`src/design/bipm_pkg.sv`:
```
package bipm_pkg;

  // Field widths
  localparam int OP_W    = 3;
  localparam int MV_W    = 14;
  localparam int PCT_W   = 8;
  localparam int AVG_W   = 15;
  localparam int LVL_W   = 2;
  localparam int SCR_W   = 2;
  localparam int BL_W    = 8;
  localparam int PANEL_W = 2;
  localparam int IDLE_W  = 32;
  localparam int THR_W   = 7;
  localparam int SECS_W  = 16;
  localparam int CFG_IDX_W  = 3;
  localparam int CFG_DATA_W = 16;

  // Operations
  localparam logic [OP_W-1:0] OP_TICK         = 3'd0;
  localparam logic [OP_W-1:0] OP_SAMPLE       = 3'd1;
  localparam logic [OP_W-1:0] OP_ACTIVITY     = 3'd2;
  localparam logic [OP_W-1:0] OP_CHARGE_ENTER = 3'd3;
  localparam logic [OP_W-1:0] OP_CHARGE_EXIT  = 3'd4;
  localparam logic [OP_W-1:0] OP_APPLY        = 3'd5;

  // Charge levels
  localparam logic [LVL_W-1:0] LVL_NORMAL = 2'd0;
  localparam logic [LVL_W-1:0] LVL_LOW    = 2'd1;
  localparam logic [LVL_W-1:0] LVL_CRIT   = 2'd2;

  // Screen states
  localparam logic [SCR_W-1:0] SCR_FULL   = 2'd0;
  localparam logic [SCR_W-1:0] SCR_DIM    = 2'd1;
  localparam logic [SCR_W-1:0] SCR_BLANK  = 2'd2;
  localparam logic [SCR_W-1:0] SCR_CHARGE = 2'd3;

  // Panel commands
  localparam logic [PANEL_W-1:0] PANEL_NONE  = 2'd0;
  localparam logic [PANEL_W-1:0] PANEL_WAKE  = 2'd1;
  localparam logic [PANEL_W-1:0] PANEL_SLEEP = 2'd2;

  // Register indexes
  localparam logic [CFG_IDX_W-1:0] REG_DIM_AFTER   = 3'd0;
  localparam logic [CFG_IDX_W-1:0] REG_BLANK_AFTER = 3'd1;
  localparam logic [CFG_IDX_W-1:0] REG_DIM_PCT     = 3'd2;
  localparam logic [CFG_IDX_W-1:0] REG_LOW_THR     = 3'd3;
  localparam logic [CFG_IDX_W-1:0] REG_CRIT_THR    = 3'd4;
  localparam logic [CFG_IDX_W-1:0] REG_FULL_BL     = 3'd5;

  // Register reset values
  localparam logic [SECS_W-1:0] RST_DIM_AFTER   = 16'd120;
  localparam logic [SECS_W-1:0] RST_BLANK_AFTER = 16'd300;
  localparam logic [BL_W-1:0]   RST_DIM_PCT     = 8'd30;
  localparam logic [THR_W-1:0]  RST_LOW_THR     = 7'd20;
  localparam logic [THR_W-1:0]  RST_CRIT_THR    = 7'd10;
  localparam logic [BL_W-1:0]   RST_FULL_BL     = 8'd200;

  localparam logic signed [PCT_W-1:0] PCT_MAX  = 8'sd100;
  localparam logic signed [PCT_W-1:0] PCT_NONE = -8'sd1;
  localparam logic signed [AVG_W-1:0] AVG_NONE = -15'sd1;

  // 255/100 scaled by 2^19, rounded up
  localparam logic [20:0] DIM_RECIP = 21'd1336935;

  typedef struct packed {
    logic [OP_W-1:0]         operation;
    logic [MV_W-1:0]         sample_mv;
    logic signed [PCT_W-1:0] sample_pct;
    logic                    radio_busy;
  } in_item_t;

  typedef struct packed {
    logic signed [AVG_W-1:0] average_mv;
    logic signed [PCT_W-1:0] battery_percent;
    logic [LVL_W-1:0]        charge_level;
    logic [SCR_W-1:0]        wanted_screen;
    logic [SCR_W-1:0]        shown_screen;
    logic                    charging_mode;
    logic                    stop_radio;
    logic                    backlight_write;
    logic [BL_W-1:0]         backlight_value;
    logic [PANEL_W-1:0]      panel_command;
    logic                    drawing_suppressed;
    logic [IDLE_W-1:0]       idle_seconds;
  } out_item_t;

  typedef struct packed {
    logic accept;     // latch the input item
    logic exec;       // apply the event to the state
    logic rd_issue;   // read the next ring entry
    logic sum_end;    // add the last entry, load the divider
    logic div_step;   // one quotient bit
    logic mean_load;  // store the quotient as the mean
    logic out_load;   // capture the result item
  } dp_cmd_t;

  typedef struct packed {
    logic need_mean;
    logic rd_last;
    logic div_last;
  } dp_sts_t;

  // min(pct,100) * 255 / 100 through a reciprocal multiply
  function automatic logic [BL_W-1:0] dim_level(input logic [BL_W-1:0] pct);
    logic [6:0]  p;
    logic [27:0] prod;
    p    = (pct > 8'd100) ? 7'd100 : pct[6:0];
    prod = 28'(p) * 28'(DIM_RECIP);
    return prod[26:19];
  endfunction

endpackage

```
`src/design/bipm_in_if.sv`:
```
interface bipm_in_if import bipm_pkg::*; ();
  logic                    valid;
  logic                    ready;
  logic [OP_W-1:0]         operation;
  logic [MV_W-1:0]         sample_mv;
  logic signed [PCT_W-1:0] sample_pct;
  logic                    radio_busy;

  modport source (output valid, output operation, output sample_mv, output sample_pct,
                  output radio_busy, input ready);
  modport sink   (input valid, input operation, input sample_mv, input sample_pct,
                  input radio_busy, output ready);
endinterface

```
`src/design/bipm_out_if.sv`:
```
interface bipm_out_if import bipm_pkg::*; ();
  logic                    valid;
  logic                    ready;
  logic signed [AVG_W-1:0] average_mv;
  logic signed [PCT_W-1:0] battery_percent;
  logic [LVL_W-1:0]        charge_level;
  logic [SCR_W-1:0]        wanted_screen;
  logic [SCR_W-1:0]        shown_screen;
  logic                    charging_mode;
  logic                    stop_radio;
  logic                    backlight_write;
  logic [BL_W-1:0]         backlight_value;
  logic [PANEL_W-1:0]      panel_command;
  logic                    drawing_suppressed;
  logic [IDLE_W-1:0]       idle_seconds;

  modport source (output valid, output average_mv, output battery_percent,
                  output charge_level, output wanted_screen, output shown_screen,
                  output charging_mode, output stop_radio, output backlight_write,
                  output backlight_value, output panel_command, output drawing_suppressed,
                  output idle_seconds, input ready);
  modport sink   (input valid, input average_mv, input battery_percent,
                  input charge_level, input wanted_screen, input shown_screen,
                  input charging_mode, input stop_radio, input backlight_write,
                  input backlight_value, input panel_command, input drawing_suppressed,
                  input idle_seconds, output ready);
endinterface

```
`src/design/bipm_ctrl.sv`:
```
module bipm_ctrl import bipm_pkg::*; (
  input  logic    clk,
  input  logic    rst_n,
  input  logic    in_valid,
  output logic    in_ready,
  output logic    out_valid,
  input  logic    out_ready,
  input  dp_sts_t sts,
  output dp_cmd_t cmd
);

  localparam logic [2:0] S_IDLE   = 3'd0;
  localparam logic [2:0] S_EXEC   = 3'd1;
  localparam logic [2:0] S_READ   = 3'd2;
  localparam logic [2:0] S_SUMEND = 3'd3;
  localparam logic [2:0] S_DIV    = 3'd4;
  localparam logic [2:0] S_MEAN   = 3'd5;
  localparam logic [2:0] S_DONE   = 3'd6;

  logic [2:0] state_r, state_nxt;
  logic       out_valid_r, out_valid_nxt;
  logic       out_free;

  assign out_free  = !out_valid_r || out_ready;
  assign in_ready  = (state_r == S_IDLE);
  assign out_valid = out_valid_r;

  always_comb begin
    state_nxt = state_r;
    cmd       = '0;
    unique case (state_r)
      S_IDLE: begin
        if (in_valid) begin
          cmd.accept = 1'b1;
          state_nxt  = S_EXEC;
        end
      end
      S_EXEC: begin
        cmd.exec  = 1'b1;
        state_nxt = sts.need_mean ? S_READ : S_DONE;
      end
      S_READ: begin
        cmd.rd_issue = 1'b1;
        if (sts.rd_last) begin
          state_nxt = S_SUMEND;
        end
      end
      S_SUMEND: begin
        cmd.sum_end = 1'b1;
        state_nxt   = S_DIV;
      end
      S_DIV: begin
        cmd.div_step = 1'b1;
        if (sts.div_last) begin
          state_nxt = S_MEAN;
        end
      end
      S_MEAN: begin
        cmd.mean_load = 1'b1;
        state_nxt     = S_DONE;
      end
      S_DONE: begin
        if (out_free) begin
          cmd.out_load = 1'b1;
          state_nxt    = S_IDLE;
        end
      end
      default: begin
        state_nxt = S_IDLE;
      end
    endcase
  end

  always_comb begin
    priority if (cmd.out_load) begin
      out_valid_nxt = 1'b1;
    end else if (out_ready) begin
      out_valid_nxt = 1'b0;
    end else begin
      out_valid_nxt = out_valid_r;
    end
  end

  always_ff @(posedge clk) begin
    if (!rst_n) begin
      state_r     <= S_IDLE;
      out_valid_r <= 1'b0;
    end else begin
      state_r     <= state_nxt;
      out_valid_r <= out_valid_nxt;
    end
  end

endmodule

```
`src/design/bipm_dp.sv`:
```
module bipm_dp import bipm_pkg::*; #(
  parameter int RING_DEPTH = 8
) (
  input  logic                  clk,
  input  logic                  rst_n,
  input  dp_cmd_t               cmd,
  output dp_sts_t               sts,
  input  logic                  cfg_we,
  input  logic [CFG_IDX_W-1:0]  cfg_index,
  input  logic [CFG_DATA_W-1:0] cfg_wdata,
  input  in_item_t              in_item,
  output out_item_t             out_item
);

  localparam int IDX_W  = (RING_DEPTH > 1) ? $clog2(RING_DEPTH) : 1;
  localparam int CNT_W  = $clog2(RING_DEPTH + 1);
  localparam int SUM_W  = MV_W + CNT_W;
  localparam int DCNT_W = $clog2(SUM_W + 1);

  // Configuration
  logic [SECS_W-1:0] dim_after_r, blank_after_r;
  logic [BL_W-1:0]   dim_pct_r, full_bl_r;
  logic [THR_W-1:0]  low_thr_r, crit_thr_r;

  always_ff @(posedge clk) begin
    if (!rst_n) begin
      dim_after_r   <= RST_DIM_AFTER;
      blank_after_r <= RST_BLANK_AFTER;
      dim_pct_r     <= RST_DIM_PCT;
      low_thr_r     <= RST_LOW_THR;
      crit_thr_r    <= RST_CRIT_THR;
      full_bl_r     <= RST_FULL_BL;
    end else if (cfg_we) begin
      unique case (cfg_index)
        REG_DIM_AFTER:   dim_after_r   <= cfg_wdata;
        REG_BLANK_AFTER: blank_after_r <= cfg_wdata;
        REG_DIM_PCT:     dim_pct_r     <= cfg_wdata[BL_W-1:0];
        REG_LOW_THR:     low_thr_r     <= cfg_wdata[THR_W-1:0];
        REG_CRIT_THR:    crit_thr_r    <= cfg_wdata[THR_W-1:0];
        REG_FULL_BL:     full_bl_r     <= cfg_wdata[BL_W-1:0];
        default: ;
      endcase
    end
  end

  // Latched item
  in_item_t item_r;
  always_ff @(posedge clk) begin
    if (cmd.accept) begin
      item_r <= in_item;
    end
  end

  // Event state
  logic signed [AVG_W-1:0] mean_r;
  logic signed [PCT_W-1:0] pct_r, pct_nxt;
  logic [LVL_W-1:0]        level_r, level_nxt;
  logic [SCR_W-1:0]        desired_r, desired_nxt, applied_r, applied_nxt;
  logic                    charge_r, charge_nxt, shed_r, shed_nxt;
  logic [IDLE_W-1:0]       idle_r, idle_nxt;
  logic [IDX_W-1:0]        wr_idx_r, wr_idx_nxt;
  logic [CNT_W-1:0]        fill_r, fill_nxt;
  logic                    stop_r, stop_nxt, blw_r, blw_nxt;
  logic [BL_W-1:0]         blv_r, blv_nxt;
  logic [PANEL_W-1:0]      panel_r, panel_nxt;
  logic                    mv_valid, pct_ok;
  logic signed [PCT_W-1:0] pct_sel;

  assign mv_valid      = (item_r.sample_mv != '0);
  assign sts.need_mean = (item_r.operation == OP_SAMPLE) && mv_valid;

  always_comb begin
    pct_nxt     = pct_r;
    level_nxt   = level_r;
    desired_nxt = desired_r;
    applied_nxt = applied_r;
    charge_nxt  = charge_r;
    shed_nxt    = shed_r;
    idle_nxt    = idle_r;
    wr_idx_nxt  = wr_idx_r;
    fill_nxt    = fill_r;
    stop_nxt    = 1'b0;
    blw_nxt     = 1'b0;
    blv_nxt     = '0;
    panel_nxt   = PANEL_NONE;
    pct_ok      = !item_r.sample_pct[PCT_W-1] && (item_r.sample_pct <= PCT_MAX);
    pct_sel     = pct_ok ? item_r.sample_pct : pct_r;
    unique case (item_r.operation)
      OP_TICK: begin
        if (idle_r != '1) begin
          idle_nxt = idle_r + 1'b1;
        end
      end
      OP_SAMPLE: begin
        if (mv_valid) begin
          wr_idx_nxt = (wr_idx_r == IDX_W'(RING_DEPTH - 1)) ? '0 : wr_idx_r + 1'b1;
          if (fill_r < CNT_W'(RING_DEPTH)) begin
            fill_nxt = fill_r + 1'b1;
          end
        end
        pct_nxt = pct_sel;
        priority if (pct_sel <= $signed({1'b0, crit_thr_r})) begin
          level_nxt = LVL_CRIT;
        end else if (pct_sel <= $signed({1'b0, low_thr_r})) begin
          level_nxt = LVL_LOW;
        end else begin
          level_nxt = LVL_NORMAL;
        end
        if (level_nxt == LVL_CRIT) begin
          if (!shed_r) begin
            stop_nxt = item_r.radio_busy;
            shed_nxt = 1'b1;
          end
        end else begin
          shed_nxt = 1'b0;
        end
        if (!charge_r) begin
          priority if ((blank_after_r != '0) && (idle_r >= IDLE_W'(blank_after_r))) begin
            desired_nxt = SCR_BLANK;
          end else if ((dim_after_r != '0) && (idle_r >= IDLE_W'(dim_after_r))) begin
            desired_nxt = SCR_DIM;
          end else begin
            desired_nxt = SCR_FULL;
          end
        end
      end
      OP_ACTIVITY: begin
        idle_nxt    = '0;
        charge_nxt  = 1'b0;
        desired_nxt = SCR_FULL;
      end
      OP_CHARGE_ENTER: begin
        if (!charge_r) begin
          charge_nxt  = 1'b1;
          stop_nxt    = item_r.radio_busy;
          desired_nxt = SCR_CHARGE;
        end
      end
      OP_CHARGE_EXIT: begin
        if (charge_r) begin
          charge_nxt  = 1'b0;
          idle_nxt    = '0;
          desired_nxt = SCR_FULL;
        end
      end
      OP_APPLY: begin
        if (desired_r != applied_r) begin
          blw_nxt     = 1'b1;
          applied_nxt = desired_r;
          unique case (desired_r)
            SCR_FULL: begin
              panel_nxt = PANEL_WAKE;
              blv_nxt   = full_bl_r;
            end
            SCR_DIM:   blv_nxt = dim_level(dim_pct_r);
            SCR_BLANK: blv_nxt = '0;
            default: begin
              blv_nxt   = '0;
              panel_nxt = PANEL_SLEEP;
            end
          endcase
        end
      end
      default: ;
    endcase
  end

  // Ring mean: sum the filled entries, then divide by the fill count
  logic [MV_W-1:0]   ring_mem [RING_DEPTH];
  logic [MV_W-1:0]   rd_data_r;
  logic              rd_vld_r;
  logic [IDX_W-1:0]  rd_idx_r;
  logic [SUM_W-1:0]  sum_r, quo_r;
  logic [CNT_W-1:0]  rem_r;
  logic [DCNT_W-1:0] div_cnt_r;
  logic [CNT_W:0]    rem_shift;
  logic              div_ge;

  assign sts.rd_last  = (CNT_W'(rd_idx_r) == fill_r - 1'b1);
  assign sts.div_last = (div_cnt_r == DCNT_W'(SUM_W - 1));
  assign rem_shift    = {rem_r, quo_r[SUM_W-1]};
  assign div_ge       = (rem_shift >= {1'b0, fill_r});

  always_ff @(posedge clk) begin
    if (cmd.exec && sts.need_mean) begin
      ring_mem[wr_idx_r] <= item_r.sample_mv;
    end
    if (cmd.rd_issue) begin
      rd_data_r <= ring_mem[rd_idx_r];
    end
  end

  always_ff @(posedge clk) begin
    if (!rst_n) begin
      rd_vld_r <= 1'b0;
    end else begin
      rd_vld_r <= cmd.rd_issue;
    end
  end

  always_ff @(posedge clk) begin
    if (cmd.exec) begin
      rd_idx_r <= '0;
      sum_r    <= '0;
    end else begin
      if (cmd.rd_issue) begin
        rd_idx_r <= rd_idx_r + 1'b1;
      end
      if (rd_vld_r && !cmd.sum_end) begin
        sum_r <= sum_r + SUM_W'(rd_data_r);
      end
    end
    if (cmd.sum_end) begin
      quo_r     <= sum_r + SUM_W'(rd_data_r);
      rem_r     <= '0;
      div_cnt_r <= '0;
    end else if (cmd.div_step) begin
      quo_r     <= {quo_r[SUM_W-2:0], div_ge};
      rem_r     <= div_ge ? CNT_W'(rem_shift - {1'b0, fill_r}) : rem_r[CNT_W-1:0] << 1
                   | CNT_W'(quo_r[SUM_W-1]);
      div_cnt_r <= div_cnt_r + 1'b1;
    end
  end

  always_ff @(posedge clk) begin
    if (!rst_n) begin
      mean_r    <= AVG_NONE;
      pct_r     <= PCT_NONE;
      level_r   <= LVL_NORMAL;
      desired_r <= SCR_FULL;
      applied_r <= SCR_FULL;
      charge_r  <= 1'b0;
      shed_r    <= 1'b0;
      idle_r    <= '0;
      wr_idx_r  <= '0;
      fill_r    <= '0;
    end else begin
      if (cmd.exec) begin
        pct_r     <= pct_nxt;
        level_r   <= level_nxt;
        desired_r <= desired_nxt;
        applied_r <= applied_nxt;
        charge_r  <= charge_nxt;
        shed_r    <= shed_nxt;
        idle_r    <= idle_nxt;
        wr_idx_r  <= wr_idx_nxt;
        fill_r    <= fill_nxt;
      end
      if (cmd.mean_load) begin
        mean_r <= $signed({1'b0, quo_r[MV_W-1:0]});
      end
    end
  end

  // Per-item strobes
  always_ff @(posedge clk) begin
    if (cmd.exec) begin
      stop_r  <= stop_nxt;
      blw_r   <= blw_nxt;
      blv_r   <= blv_nxt;
      panel_r <= panel_nxt;
    end
  end

  // Result register
  always_ff @(posedge clk) begin
    if (cmd.out_load) begin
      out_item.average_mv         <= mean_r;
      out_item.battery_percent    <= pct_r;
      out_item.charge_level       <= level_r;
      out_item.wanted_screen      <= desired_r;
      out_item.shown_screen       <= applied_r;
      out_item.charging_mode      <= charge_r;
      out_item.stop_radio         <= stop_r;
      out_item.backlight_write    <= blw_r;
      out_item.backlight_value    <= blv_r;
      out_item.panel_command      <= panel_r;
      out_item.drawing_suppressed <= (desired_r == SCR_BLANK) || (desired_r == SCR_CHARGE);
      out_item.idle_seconds       <= idle_r;
    end
  end

endmodule

```
`src/design/battery_idle_power_manager.sv`:
```
// Battery and idle power manager: takes one timed event per item (second tick, battery
// sample, activity, charge enter/exit, screen apply) and returns one status item with the
// ring mean of the battery millivolts, the stored percent and its level, the desired and
// applied screen states, and the stop-radio, backlight and panel strobes for that event.
// Items are handled one at a time. A non-sample event, or a sample with zero millivolts,
// goes from acceptance straight to the result. A sample with nonzero millivolts also
// sums the ring entries in use (fill, 1 to RING_DEPTH) and divides the sum by fill,
// with SUM_W = 14 + clog2(RING_DEPTH + 1) quotient bits: the single-port ring is read
// one entry a cycle for the sum, and a restoring divider produces one quotient bit a cycle.
// A finished item waits in the output register while the next item is taken;
// configuration writes take effect at once.
module battery_idle_power_manager import bipm_pkg::*; #(
  parameter int RING_DEPTH = 8
) (
  input  logic                  clk,
  input  logic                  rst_n,
  bipm_in_if.sink               in_chan,
  bipm_out_if.source            out_chan,
  input  logic                  cfg_we,
  input  logic [CFG_IDX_W-1:0]  cfg_index,
  input  logic [CFG_DATA_W-1:0] cfg_wdata
);

  dp_cmd_t   cmd;
  dp_sts_t   sts;
  in_item_t  in_item;
  out_item_t out_item;

  // Gather the input item
  assign in_item.operation  = in_chan.operation;
  assign in_item.sample_mv  = in_chan.sample_mv;
  assign in_item.sample_pct = in_chan.sample_pct;
  assign in_item.radio_busy = in_chan.radio_busy;

  // Sequence the event: accept, apply, sum the ring, divide, deliver
  bipm_ctrl u_ctrl (
    .clk       (clk),
    .rst_n     (rst_n),
    .in_valid  (in_chan.valid),
    .in_ready  (in_chan.ready),
    .out_valid (out_chan.valid),
    .out_ready (out_chan.ready),
    .sts       (sts),
    .cmd       (cmd)
  );

  // Hold state, ring, divider and the result register
  bipm_dp #(
    .RING_DEPTH (RING_DEPTH)
  ) u_dp (
    .clk       (clk),
    .rst_n     (rst_n),
    .cmd       (cmd),
    .sts       (sts),
    .cfg_we    (cfg_we),
    .cfg_index (cfg_index),
    .cfg_wdata (cfg_wdata),
    .in_item   (in_item),
    .out_item  (out_item)
  );

  // Drive the result item
  assign out_chan.average_mv         = out_item.average_mv;
  assign out_chan.battery_percent    = out_item.battery_percent;
  assign out_chan.charge_level       = out_item.charge_level;
  assign out_chan.wanted_screen      = out_item.wanted_screen;
  assign out_chan.shown_screen       = out_item.shown_screen;
  assign out_chan.charging_mode      = out_item.charging_mode;
  assign out_chan.stop_radio         = out_item.stop_radio;
  assign out_chan.backlight_write    = out_item.backlight_write;
  assign out_chan.backlight_value    = out_item.backlight_value;
  assign out_chan.panel_command      = out_item.panel_command;
  assign out_chan.drawing_suppressed = out_item.drawing_suppressed;
  assign out_chan.idle_seconds       = out_item.idle_seconds;

  // A panel command only comes with a backlight write
  a_panel_with_write: assert property (@(posedge clk) disable iff (!rst_n)
    out_chan.valid && (out_chan.panel_command != PANEL_NONE) |-> out_chan.backlight_write)
    else $error("panel command without backlight write");

  // Suppressed drawing follows the desired screen
  a_suppress_match: assert property (@(posedge clk) disable iff (!rst_n)
    out_chan.valid |-> (out_chan.drawing_suppressed ==
      ((out_chan.wanted_screen == SCR_BLANK) || (out_chan.wanted_screen == SCR_CHARGE))))
    else $error("drawing_suppressed does not match wanted_screen");

  // One item at a time: no acceptance right after an acceptance
  a_one_at_a_time: assert property (@(posedge clk) disable iff (!rst_n)
    in_chan.valid && in_chan.ready |=> !in_chan.ready)
    else $error("input ready right after an accepted item");

  // The result register is never overwritten while still waiting
  a_no_overwrite: assert property (@(posedge clk) disable iff (!rst_n)
    cmd.out_load |-> (!out_chan.valid || out_chan.ready))
    else $error("result overwritten before it was taken");

endmodule
```
`src/flat_wrapper.sv`:
```
// flat-port wrapper written by rule: the top's interface ports become plain ports
module battery_idle_power_manager_flat import bipm_pkg::*;
#(
  parameter int RING_DEPTH = 8
)
  (clk, rst_n, cfg_we, cfg_index, cfg_wdata, in_chan_valid, in_chan_operation, in_chan_sample_mv, in_chan_sample_pct, in_chan_radio_busy, in_chan_ready, out_chan_valid, out_chan_average_mv, out_chan_battery_percent, out_chan_charge_level, out_chan_wanted_screen, out_chan_shown_screen, out_chan_charging_mode, out_chan_stop_radio, out_chan_backlight_write, out_chan_backlight_value, out_chan_panel_command, out_chan_drawing_suppressed, out_chan_idle_seconds, out_chan_ready);
  bipm_in_if in_chan_i ();
  bipm_out_if out_chan_i ();
  input  logic clk;
  input  logic rst_n;
  input  logic cfg_we;
  input  logic [CFG_IDX_W-1:0] cfg_index;
  input  logic [CFG_DATA_W-1:0] cfg_wdata;
  input wire logic [$bits(in_chan_i.valid)-1:0] in_chan_valid;
  input wire logic [$bits(in_chan_i.operation)-1:0] in_chan_operation;
  input wire logic [$bits(in_chan_i.sample_mv)-1:0] in_chan_sample_mv;
  input wire logic [$bits(in_chan_i.sample_pct)-1:0] in_chan_sample_pct;
  input wire logic [$bits(in_chan_i.radio_busy)-1:0] in_chan_radio_busy;
  output wire logic [$bits(in_chan_i.ready)-1:0] in_chan_ready;
  output wire logic [$bits(out_chan_i.valid)-1:0] out_chan_valid;
  output wire logic [$bits(out_chan_i.average_mv)-1:0] out_chan_average_mv;
  output wire logic [$bits(out_chan_i.battery_percent)-1:0] out_chan_battery_percent;
  output wire logic [$bits(out_chan_i.charge_level)-1:0] out_chan_charge_level;
  output wire logic [$bits(out_chan_i.wanted_screen)-1:0] out_chan_wanted_screen;
  output wire logic [$bits(out_chan_i.shown_screen)-1:0] out_chan_shown_screen;
  output wire logic [$bits(out_chan_i.charging_mode)-1:0] out_chan_charging_mode;
  output wire logic [$bits(out_chan_i.stop_radio)-1:0] out_chan_stop_radio;
  output wire logic [$bits(out_chan_i.backlight_write)-1:0] out_chan_backlight_write;
  output wire logic [$bits(out_chan_i.backlight_value)-1:0] out_chan_backlight_value;
  output wire logic [$bits(out_chan_i.panel_command)-1:0] out_chan_panel_command;
  output wire logic [$bits(out_chan_i.drawing_suppressed)-1:0] out_chan_drawing_suppressed;
  output wire logic [$bits(out_chan_i.idle_seconds)-1:0] out_chan_idle_seconds;
  input wire logic [$bits(out_chan_i.ready)-1:0] out_chan_ready;
  assign in_chan_i.valid = in_chan_valid;
  assign in_chan_i.operation = in_chan_operation;
  assign in_chan_i.sample_mv = in_chan_sample_mv;
  assign in_chan_i.sample_pct = in_chan_sample_pct;
  assign in_chan_i.radio_busy = in_chan_radio_busy;
  assign in_chan_ready = in_chan_i.ready;
  assign out_chan_valid = out_chan_i.valid;
  assign out_chan_average_mv = out_chan_i.average_mv;
  assign out_chan_battery_percent = out_chan_i.battery_percent;
  assign out_chan_charge_level = out_chan_i.charge_level;
  assign out_chan_wanted_screen = out_chan_i.wanted_screen;
  assign out_chan_shown_screen = out_chan_i.shown_screen;
  assign out_chan_charging_mode = out_chan_i.charging_mode;
  assign out_chan_stop_radio = out_chan_i.stop_radio;
  assign out_chan_backlight_write = out_chan_i.backlight_write;
  assign out_chan_backlight_value = out_chan_i.backlight_value;
  assign out_chan_panel_command = out_chan_i.panel_command;
  assign out_chan_drawing_suppressed = out_chan_i.drawing_suppressed;
  assign out_chan_idle_seconds = out_chan_i.idle_seconds;
  assign out_chan_i.ready = out_chan_ready;
  battery_idle_power_manager #(.RING_DEPTH(RING_DEPTH)) u_core (.clk(clk), .rst_n(rst_n), .in_chan(in_chan_i), .out_chan(out_chan_i), .cfg_we(cfg_we), .cfg_index(cfg_index), .cfg_wdata(cfg_wdata));
endmodule
```
`config.mk`:
```
export PLATFORM = sky130hd
export DESIGN_NAME = battery_idle_power_manager_flat
export DESIGN_NICKNAME = d
export VERILOG_FILES = /design/src/design/bipm_pkg.sv /design/src/design/bipm_in_if.sv /design/src/design/bipm_out_if.sv /design/src/design/bipm_ctrl.sv /design/src/design/bipm_dp.sv /design/src/design/battery_idle_power_manager.sv /design/src/flat_wrapper.sv
export SDC_FILE = /design/constraint.sdc
export NUM_CORES = 1
export LEC_CHECK = 0
export BUFFER_PORTS_ARGS = -buffer_cell sky130_fd_sc_hd__buf_2
export CAP_MARGIN = 15
export CORE_ASPECT_RATIO = 1.75
export CORE_MARGIN = 3
export CORE_UTILIZATION = 45
export DETAILED_ROUTE_END_ITERATION = 10
export PLACE_DENSITY = 0.67
export SYNTH_ARGS = -nofsm -noshare
export SYNTH_HDL_FRONTEND = slang
export SYNTH_HIERARCHICAL = 1
export SYNTH_SLANG_ARGS = --single-unit
```
`constraint.sdc`:
```
create_clock -name clk -period 14.9 [get_ports clk]
set_clock_uncertainty 0.1 [all_clocks]
set_input_delay 0.745 -clock clk [delete_from_list [all_inputs] [get_ports clk]]
set_output_delay 0.745 -clock clk [all_outputs]
set_load 0.05 [all_outputs]
```
* After elaboration in Yosys (flattened, before gate mapping)
Memories as Yosys holds them, arrays and structs flattened. A register that Yosys moved wholly into a read port is not among the register bits.
Cells that the tools add are included.
** Cells by class
- Add/sub/neg operators :: 8
- $mul :: 1
- Order comparisons :: 8
- Eq/ne operators :: 33
- Mux-type cells :: 46
- Bitwise gates (word level) :: 1
- Reduce and logical (&&, ||, !) cells :: 40
** Operators with widths (count)
- case mux 32 bit (3 select lines) :: 1
- greater-or-equal comparator 32 x 16 -> 1 bit :: 2
- two-way mux 32 bit :: 2
- two-way mux 18 bit :: 2
- adder 32 x 1 -> 32 bit, second input constant :: 1
- != test 32 bit, second input constant :: 1
- nonzero test 16 bit :: 2
- multiplier 7 x 21 -> 27 bit, second input constant :: 1
- == test 3 bit, second input constant :: 8
- case mux 3 bit (7 select lines) :: 1
- two-way mux 1 bit :: 20
- adder 18 x 14 -> 18 bit :: 1
- == test 3 x 2 -> 1 bit, second input constant :: 6
- two-way mux 3 bit :: 6
- AND reduction 2 bit :: 9
- <= comparator 8 bit :: 2
- case mux 8 bit (2 select lines) :: 1
- nonzero test 14 bit :: 1
- two-way mux 2 bit :: 6
- != test 2 bit, second input constant :: 6
- AND reduction 4 bit :: 3
- == test 3 x 1 -> 1 bit, second input constant :: 3
- zero test 3 bit :: 3
- greater-than comparator 8 x 7 -> 1 bit, second input constant :: 1
- other kinds (31) :: 48
** Word-level totals
- Bits in registers :: 298
- Memory bits (writable) :: 112
- Bits of input ports :: 50
- Output and inout bits :: 77
- Logic and storage cells :: 182
- Memories :: 1
** Memory list
- u_core.u_dp.ring_mem :: depth 8, width 14, rd ports 1, clocked after Yosys merged registers in 1, write ports 1, RTL line bipm_dp.sv:169 : logic [MV_W-1:0] ring_mem [RING_DEPTH];

* Longest topological paths before layout
Gate-level depths: netlist of run 1.
- Word-level depth :: 10
- Gate-level depth with buffers :: 18
- Depth with buffers taken out :: 18

* Cells and area by module
The synthesis of run 1 kept the hierarchy.
** By module, submodules not included
- bipm_dp :: times used 1, cells each 1645, area an instance 19550.0 um^2, seq. area each 10980.5 um^2
- bipm_ctrl :: times used 1, cells each 35, area an instance 300.3 um^2, seq. area each 80.1 um^2

* Worst setup path after synthesis of run 1
No wires, ideal clock.
- Kind :: reg2reg
- From :: register u_core.u_dp.dim_pct_r[7]
- To :: register u_core.u_dp.blv_r[0] (data pin)
- Setup time :: 0.257 ns
- Arrival time :: 4.377 ns
- Required time :: 14.543 ns
- Path slack :: 10.166 ns
- Stages on the path, launching flop included :: 17
- Buffers on the path :: 0
- Clock period less this slack :: 4.734 ns
- Path through :: dfxtp_1 -> or2_2 -> inv_1 -> fa_1 -> fa_1 -> ha_1 -> inv_1 -> fa_1 -> inv_1 -> ha_1 -> nand3_1 -> or4_4 -> a311o_1 -> a31oi_1 -> o21ai_1 -> a21o_1 -> a32o_1
** On the way
- Longest elaborated chain between the ends :: 4
** RTL lines
- start: declaration :: RTL line bipm_dp.sv:22 : logic [BL_W-1:0] dim_pct_r, full_bl_r;
- start signal: assignment :: RTL line bipm_dp.sv:37 : REG_DIM_PCT: dim_pct_r <= cfg_wdata[BL_W-1:0];
- greater-than comparator 8 x 7 -> 1 bit :: RTL line bipm_pkg.sv:107 : p = (pct > 8'd100) ? 7'd100 : pct[6:0];
- two-way mux 7 bit :: RTL line bipm_pkg.sv:107
- multiplier 7 x 21 -> 27 bit :: RTL line bipm_pkg.sv:108 : prod = 28'(p) * 28'(DIM_RECIP);
- case mux 8 bit (2 select lines) :: RTL line bipm_dp.sv:150 : unique case (desired_r)
- end signal: assignment :: RTL line bipm_dp.sv:260 : blv_r <= blv_nxt;
- end: declaration :: RTL line bipm_dp.sv:64 : logic [BL_W-1:0] blv_r, blv_nxt;
No other way between the ends.
A chain may end at the register's enable or synchronous reset.

* Final worst setup path of run 1
- From :: register u_core.u_dp.dim_pct_r[3]
- To :: register u_core.u_dp.blv_r[3] (data pin)
** On the way
- Longest elaborated chain between the ends :: 4
** RTL lines (RTL line)
- greater-than comparator 8 x 7 -> 1 bit :: bipm_pkg.sv:107
- two-way mux 7 bit (*) :: bipm_pkg.sv:107
- multiplier 7 x 21 -> 27 bit (*) :: bipm_pkg.sv:108
- case mux 8 bit (2 select lines) (*) :: bipm_dp.sv:150
Mark *: on every way between the ends. The rest lies on a longest branch, timed or not.

==> flow_summary.ini, run 1 <==
[logic_synthesis]
yosysMostFrequentCell = edfxtp_1
synth_edf_count = 257
synth-main-ff-cell = edfxtp_1
yosys_warnings = 6
synth_area_leader_cell = edfxtp_1
synth_seq_cells = 424
async_flop_share_pct = 0
synth_seq_area_share_pct = 55.72
synth.top_cell.area_share_pct = 38.88
synthTopCellsByArea = edfxtp_1 39%, dfxtp_1 17%, ha_1 8.4%
synth_common_cells = 257 x edfxtp_1, 200 x nand2_1, 167 x dfxtp_1
synth.avg_cell_area_sq_um = 11.82
syn_nets = 1883
synthCells = 1680
synth_area_sq_mm = 0.01985
synth_cell_types = 73

[critical_path]
endpoint_kind = flip-flop
critPathLaunchType = flip-flop
cp_max_fo = 6
worstPathArrival_ns = 5.44
crit_type = reg -> reg
cp.required_ns = 15.08

[route]
via_count = 12970
drt_iter0_drc = 660
post-route-drc-count = 0
via_per_inst = 5.409
drtAntennaViolNets = 0
wl_per_cell_um = 17.84
dr.pass1.iters = 5
wirelength_um = 42770

[flow_run]
drv_cap = 0

[timing]
fin_crit_sh_pct = 35.35
rsz0062_at_grt = false
setup_ws_ns = 9.632
worstMarginPinSlew_ns = 1.022
slew_viol_final = 0
tns_ns = 0
hold_violations = 0
hold_slack_ns = 0.2772
max-slew-margin-rel_pct = 31.48
setup_violations = 0
fmax_ghz = 0.1898
final.min_clock_period_ns = 5.268

[global_routing]
overflow = 0
grt_max_degree = 108
grt_first_pass_wirelength_um = 68700
antenna_found_initial = 4
track_usage_pct = 18.29
grt_pass1_vias = 13200

[place]
hpwl_um = 30230
place_inst = 2330
port_buffers = 126
place_ws_ns = 9.640
place_congestion = 0.8417

[cts]
hold_buffers = 0
cts-root-buf = clkbuf_16
clk_pin_slew_ns = 0.07
clk_path_buf_depth = 3
cts_buffers = 37
htree_levels = 2
cts_tree = built
clock_sinks = 424
clock_latency_ns = 0.54
post_cts.repair.setup_buffers = 0
cts_resized = 0

[finish]
layout.nets = 2007
nFillCells = 3794
areaGrowthSynthToFinish_pct = 12.93
stdcell_count = 2397
diodes = 0
layout-drive-gt1-share_pct = 15.73

[floorplan]
rows = 101
die_y_um = 283.8
die_area_sq_mm = 0.04677
die_w_um = 164.8
start_util_pct = 45.66
num_io_pins = 127
core_area_sq_mm = 0.04347

[hold_path]
hold_path_class = in -> reg

[status]
outcome = complete, no violations

[power_and_ir_drop]
p_leak_nw = 8.463
max-vdd-ir-drop_v = 0.00009259
power.density_mw_per_mm2 = 128.8
p_total_mw = 2.887
-- routing by layer --
metal	track usage (%)	vias to the layer above	wire [um]
li1	-	6347	-
met1	21.91	6240	17460
met5	0	-	48
met2	32.44	267	21910
met3	2.483	104	1592
met4	7.807	8	1754
-- power by group --
| part | internal [mW] | switching, mW |
|---|---|---|
| sequential | 1.31 | 0.0504 |
| clock | 0.575 | 0.428 |
| combinational | 0.236 | 0.293 |
| total | 2.12 | 0.771 |
-- final timing paths --
kind / from / end / slack (ns) / cells past startpoint
min: in_chan_sample_mv[8] / u_core/u_dp/item_r[17]$_DFFE_PP_ / 0.28 / 1
max reg2reg: u_core/u_dp/dim_pct_r[3]$_SDFFE_PN1P_ / u_core/u_dp/blv_r[3]$_SDFFCE_PN0P_ / 9.63 / 18
max: u_core/u_dp/dim_pct_r[3]$_SDFFE_PN1P_ / u_core/u_dp/blv_r[3]$_SDFFCE_PN0P_ / 9.63 / 18
min reg2reg: u_core/u_dp/blv_r[1]$_SDFFCE_PN0P_ / u_core/u_dp/out_item[36]$_DFFE_PP_ / 0.31 / 0
-- logic make-up (layout without fill, tap and decap cells) --
kind of cell    after synthesis  after routing  share of synthesized area [%]
mux                          81             81                          6.032
fa+ha+maj                   153            153                          10.36
flops                       424            424                          55.72
compound gates              264            264                          9.039
simple gates                530            530                          12.88
xor+xnor                     58             58                          2.559
buf+inv                     170            321                          3.404
-- metrics by stage --
stage,utilization (%),instance area (sq um)
after global placement,48.62,21140
after detailed placement,48.62,21140
after global routing,51.57,22420
final,51.57,22420
after CTS,51.52,22400
after floorplan,-,19850
-- worst max-delay path: stages, from the launching register on --
cell and delay, ns:
dfxtp_1 0.34, o311a_1 0.37, nor2_1 0.13, nand2_1 0.14, inv_1 0.23, ha_1 0.20
inv_1 0.07, fa_1 0.39, fa_1 0.44, fa_1 0.37, inv_1 0.07, ha_1 0.26
a21oi_1 0.28, nor2_1 0.06, o311ai_0 0.32, o311a_1 0.46, a21boi_0 0.21, or3_1 0.33
a32o_1 0.25
-- layout make-up --
type / count / area (sq um) / area share, %
clock buffer: 43 / 968.4 / 4.320
clock inverter: 23 / 291.5 / 1.300
inverter: 110 / 412.9 / 1.842
multi-input combinational: 1086 / 8189 / 36.53
sequential: 424 / 11060 / 49.34
tap: 566 / 708.2 / 3.159
timing repair buffer: 145 / 785.8 / 3.505
-- layout by cell type, fill, tap and decap left out, drive strengths merged, types with 43 or more instances in the layout --
cell type  count
a21boi        49
a21oi         58
ha           134
edfxtp       257
inv          113
dfxtp        167
nor2          97
nand3         46
clkbuf        43
buf          145
nand2        200
-- sequential cells by signal, summed over array words and instances (netlist names), 15 cells and up --
register and count:
u_core/u_dp/sum_r 18, u_core/u_dp/mean_r 15, u_core/u_dp/out_item 75, u_core/u_dp/dim_after_r 16, u_core/u_dp/blank_after_r 16, u_core/u_dp/quo_r 18
u_core/u_dp/item_r 26, u_core/u_dp/ring_mem 112, u_core/u_dp/idle_r 32
Power figures use the tool's default switching activity.
==> run 2: changes to the inputs <==
ABC_AREA = 1   (was not set)
clock period = 4.94 ns   (was 14.9 ns; I/O delays follow)
==> flow_summary.ini, run 2 <==
[critical_path]
critPathLaunchType = flip-flop
cpPeakStageDelay_ns = 0.50
worstPathArrival_ns = 4.83
worstRegToRegCells = 23
critPathTopFamily = adder cells
worstReg2RegEnd = u_core/u_dp/blv_r[7]$_SDFFCE_PN0P_
rrSetupSlack_ns = 0.33
cp_max_fo = 6
cp.required_ns = 5.16
cp_num_cells = 23
crit_type = reg -> reg
cp_slowest_cell = fa_1
path_cells = o21ai_0 > nand2_1 > nand2_1 > nand2_2 > nor2_2 > inv_1 > ha_1 > inv_1 > fa_1 > fa_1 > fa_1 > inv_1 > ha_1 > a21oi_1 > o21ai_0 > a21oi_1 > nor2_1 > nor2_1 > nand2_2 > nand2_1 > nand3_1 > nand3_1 > nand2_1
path_buf_inv = 3
regToRegStartpoint = u_core/u_dp/dim_pct_r[0]$_SDFFE_PN0P_
endpoint_kind = flip-flop
cpMostUsedCell = nand2_1

[route]
post-route-drc-count = 0
wirelength_um = 54650
dr.pass1.iters = 5
drtAntennaViolNets = 0
wl_per_cell_um = 18.20
drt_iter0_drc = 912
via_per_inst = 5.361
via_count = 16100

[global_routing]
antenna_found_initial = 0
grt_first_pass_wirelength_um = 85010
grt_max_degree = 91
overflow = 0
track_usage_pct = 22.08
grt_pass1_vias = 16240

[floorplan]
start_util_pct = 45.53
num_io_pins = 127
rows = 103
core_area_sq_mm = 0.04511
die_area_sq_mm = 0.04834
die_y_um = 288.6
die_w_um = 167.5

[timing]
rsz0062_at_grt = false
hold_violations = 0
final.min_clock_period_ns = 4.612
setup_violations = 0
max-slew-margin-rel_pct = 27.22
tns_ns = 0
fin_crit_sh_pct = 93.35
slew_viol_final = 0
fmax_ghz = 0.2168
setup_ws_ns = 0.3285
worstMarginPinSlew_ns = 1.091

[power_and_ir_drop]
max-vdd-ir-drop_v = 0.0003173
p_leak_nw = 9.541
power.density_mw_per_mm2 = 470.3
p_total_mw = 11.19

[status]
outcome = complete, no violations

[cts]
cts_buffers = 41
post_cts.repair.setup_buffers = 0
clk_path_buf_depth = 3
htree_levels = 2
clock_latency_ns = 0.57
clock_sinks = 424
cts-root-buf = clkbuf_16
cts_tree = built
clk_pin_slew_ns = 0.07

[logic_synthesis]
synth_area_leader_cell = edfxtp_1
syn_nets = 2408
synthTopCellsByArea = edfxtp_1 38%, dfxtp_1 16%, ha_1 8.2%
synth_edf_count = 257
async_flop_share_pct = 0
synth_cell_types = 44
synth_seq_area_share_pct = 53.85
yosysMostFrequentCell = nand2_1
synthCells = 2205
synth.avg_cell_area_sq_um = 9.314
synth.top_cell.area_share_pct = 37.58
synth_seq_cells = 424
synth-main-ff-cell = edfxtp_1
synth_area_sq_mm = 0.02054
yosys_warnings = 6
synth_common_cells = 353 x nand2_1, 304 x nor2_1, 257 x edfxtp_1

[finish]
layout_commonest_cell = nand2_1
ff_latch_area_sq_mm = 0.01106
regMostFlops = u_core/u_dp/ring_mem
layout-drive-gt1-share_pct = 11.67
nFillCells = 4104
layout.nets = 2596
layout_common_cells = 351 x nand2_1, 293 x nor2_1, 257 x edfxtp_1, 231 x inv_1, 183 x o21ai_0
reg_top3 = u_core/u_dp/ring_mem (112), u_core/u_dp/out_item (75), u_core/u_dp/idle_r (32)
multi_input_area_sq_mm = 0.008383
areaGrowthSynthToFinish_pct = 15.87
diodes = 0
largest_reg_flops = 112

[hold_path]
worstHoldEndpoint = u_core/u_dp/dim_pct_r[4]$_SDFFE_PN1P_
hp-start = cfg_index[0]
hold_path_class = in -> reg
worst_hold_path.num_cells = 4

[place]
place_ws_ns = 0.1251
place_congestion = 0.9025
hpwl_um = 40020
port_buffers = 126

[flow_run]
drv_cap = 0
## run 2: cell count changes after synthesis, moves of 19 or more
cell	change
a21boi_0	-47
a21oi_1	+96
a31oi_1	+19
inv_1	+121
mux2_2	-29
mux2i_1	-23
mux4_2	-28
nand2_1	+153
nand3_1	+31
nor2_1	+207
nor2b_1	-24
nor3_1	+34
o21ai_0	+151
## run 2: worst max path at each step
stage / start / endpoint
6_report: u_core/u_dp/dim_pct_r[0]$_SDFFE_PN0P_ / u_core/u_dp/blv_r[7]$_SDFFCE_PN0P_
5_1_grt: u_core/u_dp/dim_pct_r[0]$_SDFFE_PN0P_ / u_core/u_dp/blv_r[2]$_SDFFCE_PN0P_
4_1_cts: u_core/u_dp/dim_pct_r[0]$_SDFFE_PN0P_ / u_core/u_dp/blv_r[6]$_SDFFCE_PN0P_
3_5_place_dp: u_core/u_dp/dim_pct_r[0]$_SDFFE_PN0P_ / u_core/u_dp/blv_r[6]$_SDFFCE_PN0P_
3_3_place_gp: u_core/u_dp/dim_pct_r[0]$_SDFFE_PN0P_ / u_core/u_dp/blv_r[6]$_SDFFCE_PN0P_
2_1_floorplan: u_core/u_dp/dim_pct_r[0]$_SDFFE_PN0P_ / u_core/u_dp/blv_r[2]$_SDFFCE_PN0P_
## run 2: layout make-up
| cell class | count | area share (%) |
|---|---|---|
| flip-flops and latches | 424 | 46.48 |
| multi-input cells | 1482 | 35.23 |
| inverters | 239 | 3.770 |
| repair buffers | 205 | 5.594 |
| clock inverters | 24 | 1.073 |
| well taps | 577 | 3.034 |
| clock buffers | 52 | 4.826 |
## run 2: power by group
part	switching (mW)	leakage (nW)	internal [mW]
registers	0.284	3.68	4.29
clock network	1.42	0.679	1.80
logic	2.29	5.18	1.11
total	3.99	9.54	7.20
## run 2: per-layer routing
| metal | share of wire [%] | global-route usage [%] | routed length, um |
|---|---|---|---|
| met5 | 0 | 0 | 0 |
| met3 | 4.1 | 2.985 | 2265 |
| met4 | 5.2 | 11.18 | 2817 |
| met1 | 37 | 23.33 | 20350 |
| met2 | 53 | 42.40 | 29220 |
## run 2: worst min-delay path, cell delays in order
cell and delay, ns:
buf_2 0.11, nor2_1 0.13, nand2_1 0.10, nand3_1 0.07
## run 2: timing repair
action                                  CTS  global route
hold buffers                             43             0
resized for setup                         0            14
endpoints found under the setup margin    0             8
hold endpoints to repair                 75             0
## run 2: logic make-up after synthesis
group,synth area share (%)
muxes,0.04874
xor gates and xnor gates,1.237
adders and majority gates,10.02
DFF,53.85
and+or+nand+nor,17.80
buffers and inverters,5.733
AOI/OAI and AO/OA,11.31
## run 2: per-stage QoR
stage	instances	hold slack, ns	instance area, sq um	utilization, %
5_1_grt	3003	0.06981	23800	52.76
3_3_place_gp	2884	0.3032	21920	48.60
3_5_place_dp	2884	0.3080	21920	48.60
2_1_floorplan	2205	0.2459	20540	-
4_1_cts	3003	0.01182	23760	52.67
6_report	3003	0.04469	23800	52.76
==> run 3: changes to the inputs <==
--- a/config.mk
+++ b/config.mk
@@ -19 +19,2 @@
 export SYNTH_SLANG_ARGS = --single-unit
+export TNS_END_PERCENT = 100
==> constraint.sdc (replaced) <==
create_clock -name clk -period 4.94 [get_ports clk]
set_clock_uncertainty 0.1 [all_clocks]
set_input_delay 0.988 -clock clk [delete_from_list [all_inputs] [get_ports clk]]
set_output_delay 0.988 -clock clk [all_outputs]
set_load 0.05 [all_outputs]
==> flow_summary.ini, run 3 (synthesis gave the netlist of run 2 again) <==
[status]
outcome = complete, no violations

[critical_path]
cpMostUsedCell = nand2_1
crit_type = reg -> reg
cp.required_ns = 5.13
rrSetupSlack_ns = 0.38
worstReg2RegEnd = u_core/u_dp/blv_r[4]$_SDFFCE_PN0P_
worstRegToRegCells = 22
critPathLaunchType = flip-flop
endpoint_kind = flip-flop
worstPathArrival_ns = 4.75
cpPeakStageDelay_ns = 0.50
worstSetupStartpoint = u_core/u_dp/dim_pct_r[0]$_SDFFE_PN0P_
cp_max_fo = 6
critPathCapture = u_core/u_dp/blv_r[4]$_SDFFCE_PN0P_
regToRegStartpoint = u_core/u_dp/dim_pct_r[0]$_SDFFE_PN0P_
path_cells = o21ai_0 > nand2_1 > nand2_1 > nand2_2 > nor2_2 > inv_1 > ha_1 > inv_1 > fa_1 > fa_1 > fa_1 > inv_1 > ha_1 > nand2_1 > nor2_2 > buf_4 > a21oi_1 > nor2_1 > nor3_1 > nand3_1 > nand2_1 > o21ai_0
cp_slowest_cell = fa_1

[finish]
reg_top3 = u_core/u_dp/ring_mem (112), u_core/u_dp/out_item (75), u_core/u_dp/idle_r (32)
largest_reg_flops = 112
diodes = 0
layout.nets = 2555
regMostFlops = u_core/u_dp/ring_mem
layout_commonest_cell = nand2_1
final_core_util_pct = 51.66
layout-drive-gt1-share_pct = 11.49
layout_common_cells = 352 x nand2_1, 293 x nor2_1, 257 x edfxtp_1, 231 x inv_1, 184 x o21ai_0
areaGrowthSynthToFinish_pct = 13.45

[cts]
post_cts.repair.setup_buffers = 0
cts_tree = built
clock_sinks = 424
cts_buffers = 40
clk_pin_slew_ns = 0.06
clk_path_buf_depth = 3
clock_latency_ns = 0.56
htree_levels = 2
cts-root-buf = clkbuf_16

[global_routing]
use_met1_pct = 23.91
groute.layer.met3.usage_pct = 2.698
top_usage_layer = met2
grt_util_met2_pct = 41.77
grt_max_degree = 90
grt_first_pass_wirelength_um = 85130
grt_pass1_vias = 16090
antenna_found_initial = 1
track_usage_pct = 22.08
overflow = 0

[route]
post-route-drc-count = 0
wl_per_cell_um = 18.39
via_per_inst = 5.407
wirelength_um = 54460
drt_iter0_drc = 1004
dr.pass1.iters = 5
drtAntennaViolNets = 0
via_count = 16010

[timing]
setup_violations = 0
rsz0062_at_grt = false
tns_ns = 0
slew_viol_final = 0
worstMarginPinSlew_ns = 1.053
final.min_clock_period_ns = 4.560
hold_violations = 0
fmax_ghz = 0.2193
max-slew-margin-rel_pct = 29.39
fin_crit_sh_pct = 92.30

[floorplan]
start_util_pct = 45.53
num_io_pins = 127
die_area_sq_mm = 0.04834
core_area_sq_mm = 0.04511
die_w_um = 167.5
rows = 103
die_y_um = 288.6

[power_and_ir_drop]
p_comb_share_pct = 30.6
clock_power_share_pct = 28.0
p_int_mw = 7.130
p_switching_mw = 3.916
sw_frac_of_total_pct = 35.45
power.density_mw_per_mm2 = 474.1
p_leak_nw = 9.337
pwr-share-seq_pct = 41.4
max-vdd-ir-drop_v = 0.0003009

[place]
place_congestion = 0.9161
hpwl_um = 39980
port_buffers = 126

[hold_path]
hold_path_class = reg -> reg

[flow_run]
drv_cap = 0
## run 3: critical path: cells and delay by family, from the launching register on
family	cells	cell delay [ns]
fa+ha+maj	5	2.00
simple gates	10	1.07
compound gates	3	0.40
buf+inv	4	0.39
flops	1	0.32
## run 3: layer usage
metal,up-vias,wire length (um)
li1,7846,-
met1,7566,20400
met2,444,28760
met3,153,2297
met4,0,2997
met5,-,0
## run 3: power by group through the flow
stage                     sequential (mW)  combinational (mW)  clock [mW]
final                                4.57                3.38        3.10
after floorplan                      4.66                2.26           0
after global placement               4.63                3.29           0
after CTS                            4.57                3.37        3.18
after detailed placement             4.64                3.35           0
after global routing                 4.61                3.81        3.31
## run 3: final cells by class
cell class              count  area (sq um)
multi-input cells        1482          8371
clock buffers              53          1101
repair buffers            165         923.4
inverters                 239         897.1
fillers                  4154         21800
well taps                 577         721.9
flip-flops and latches    424         11060
clock inverters            21         226.5
## run 3: worst min path at each step
stage / from / endpoint / cells after the start
finish: u_core/u_dp/panel_r[1]$_SDFFCE_PN0P_ / u_core/u_dp/out_item[34]$_DFFE_PP_ / 0
global route: u_core/u_dp/panel_r[1]$_SDFFCE_PN0P_ / u_core/u_dp/out_item[34]$_DFFE_PP_ / 0
CTS: u_core/u_dp/panel_r[1]$_SDFFCE_PN0P_ / u_core/u_dp/out_item[34]$_DFFE_PP_ / 0
detailed placement: u_core/u_dp/panel_r[1]$_SDFFCE_PN0P_ / u_core/u_dp/out_item[34]$_DFFE_PP_ / 0
global placement: u_core/u_dp/panel_r[1]$_SDFFCE_PN0P_ / u_core/u_dp/out_item[34]$_DFFE_PP_ / 0
floorplan: u_core/u_dp/panel_r[0]$_SDFFCE_PN0P_ / u_core/u_dp/out_item[33]$_DFFE_PP_ / 0
## run 3: timing repair
item                       CTS  global route
setup endpoints to repair    0             8
gates resized for setup      0            10
hold buffers                 0             0
## run 3: through the flow
stage	hold WS, ns	setup slack, ns	instances	power, mW	cell area [sq um]
after floorplan	0.3003	0.4973	2205	6.920	20540
after global placement	0.3017	0.2754	2887	7.915	21950
after detailed placement	0.3062	0.2404	2887	7.993	21950
after CTS	0.3206	0.2287	2961	11.12	23270
after global routing	0.3324	0.02085	2961	11.73	23300
final	0.3183	0.3804	2961	11.05	23300
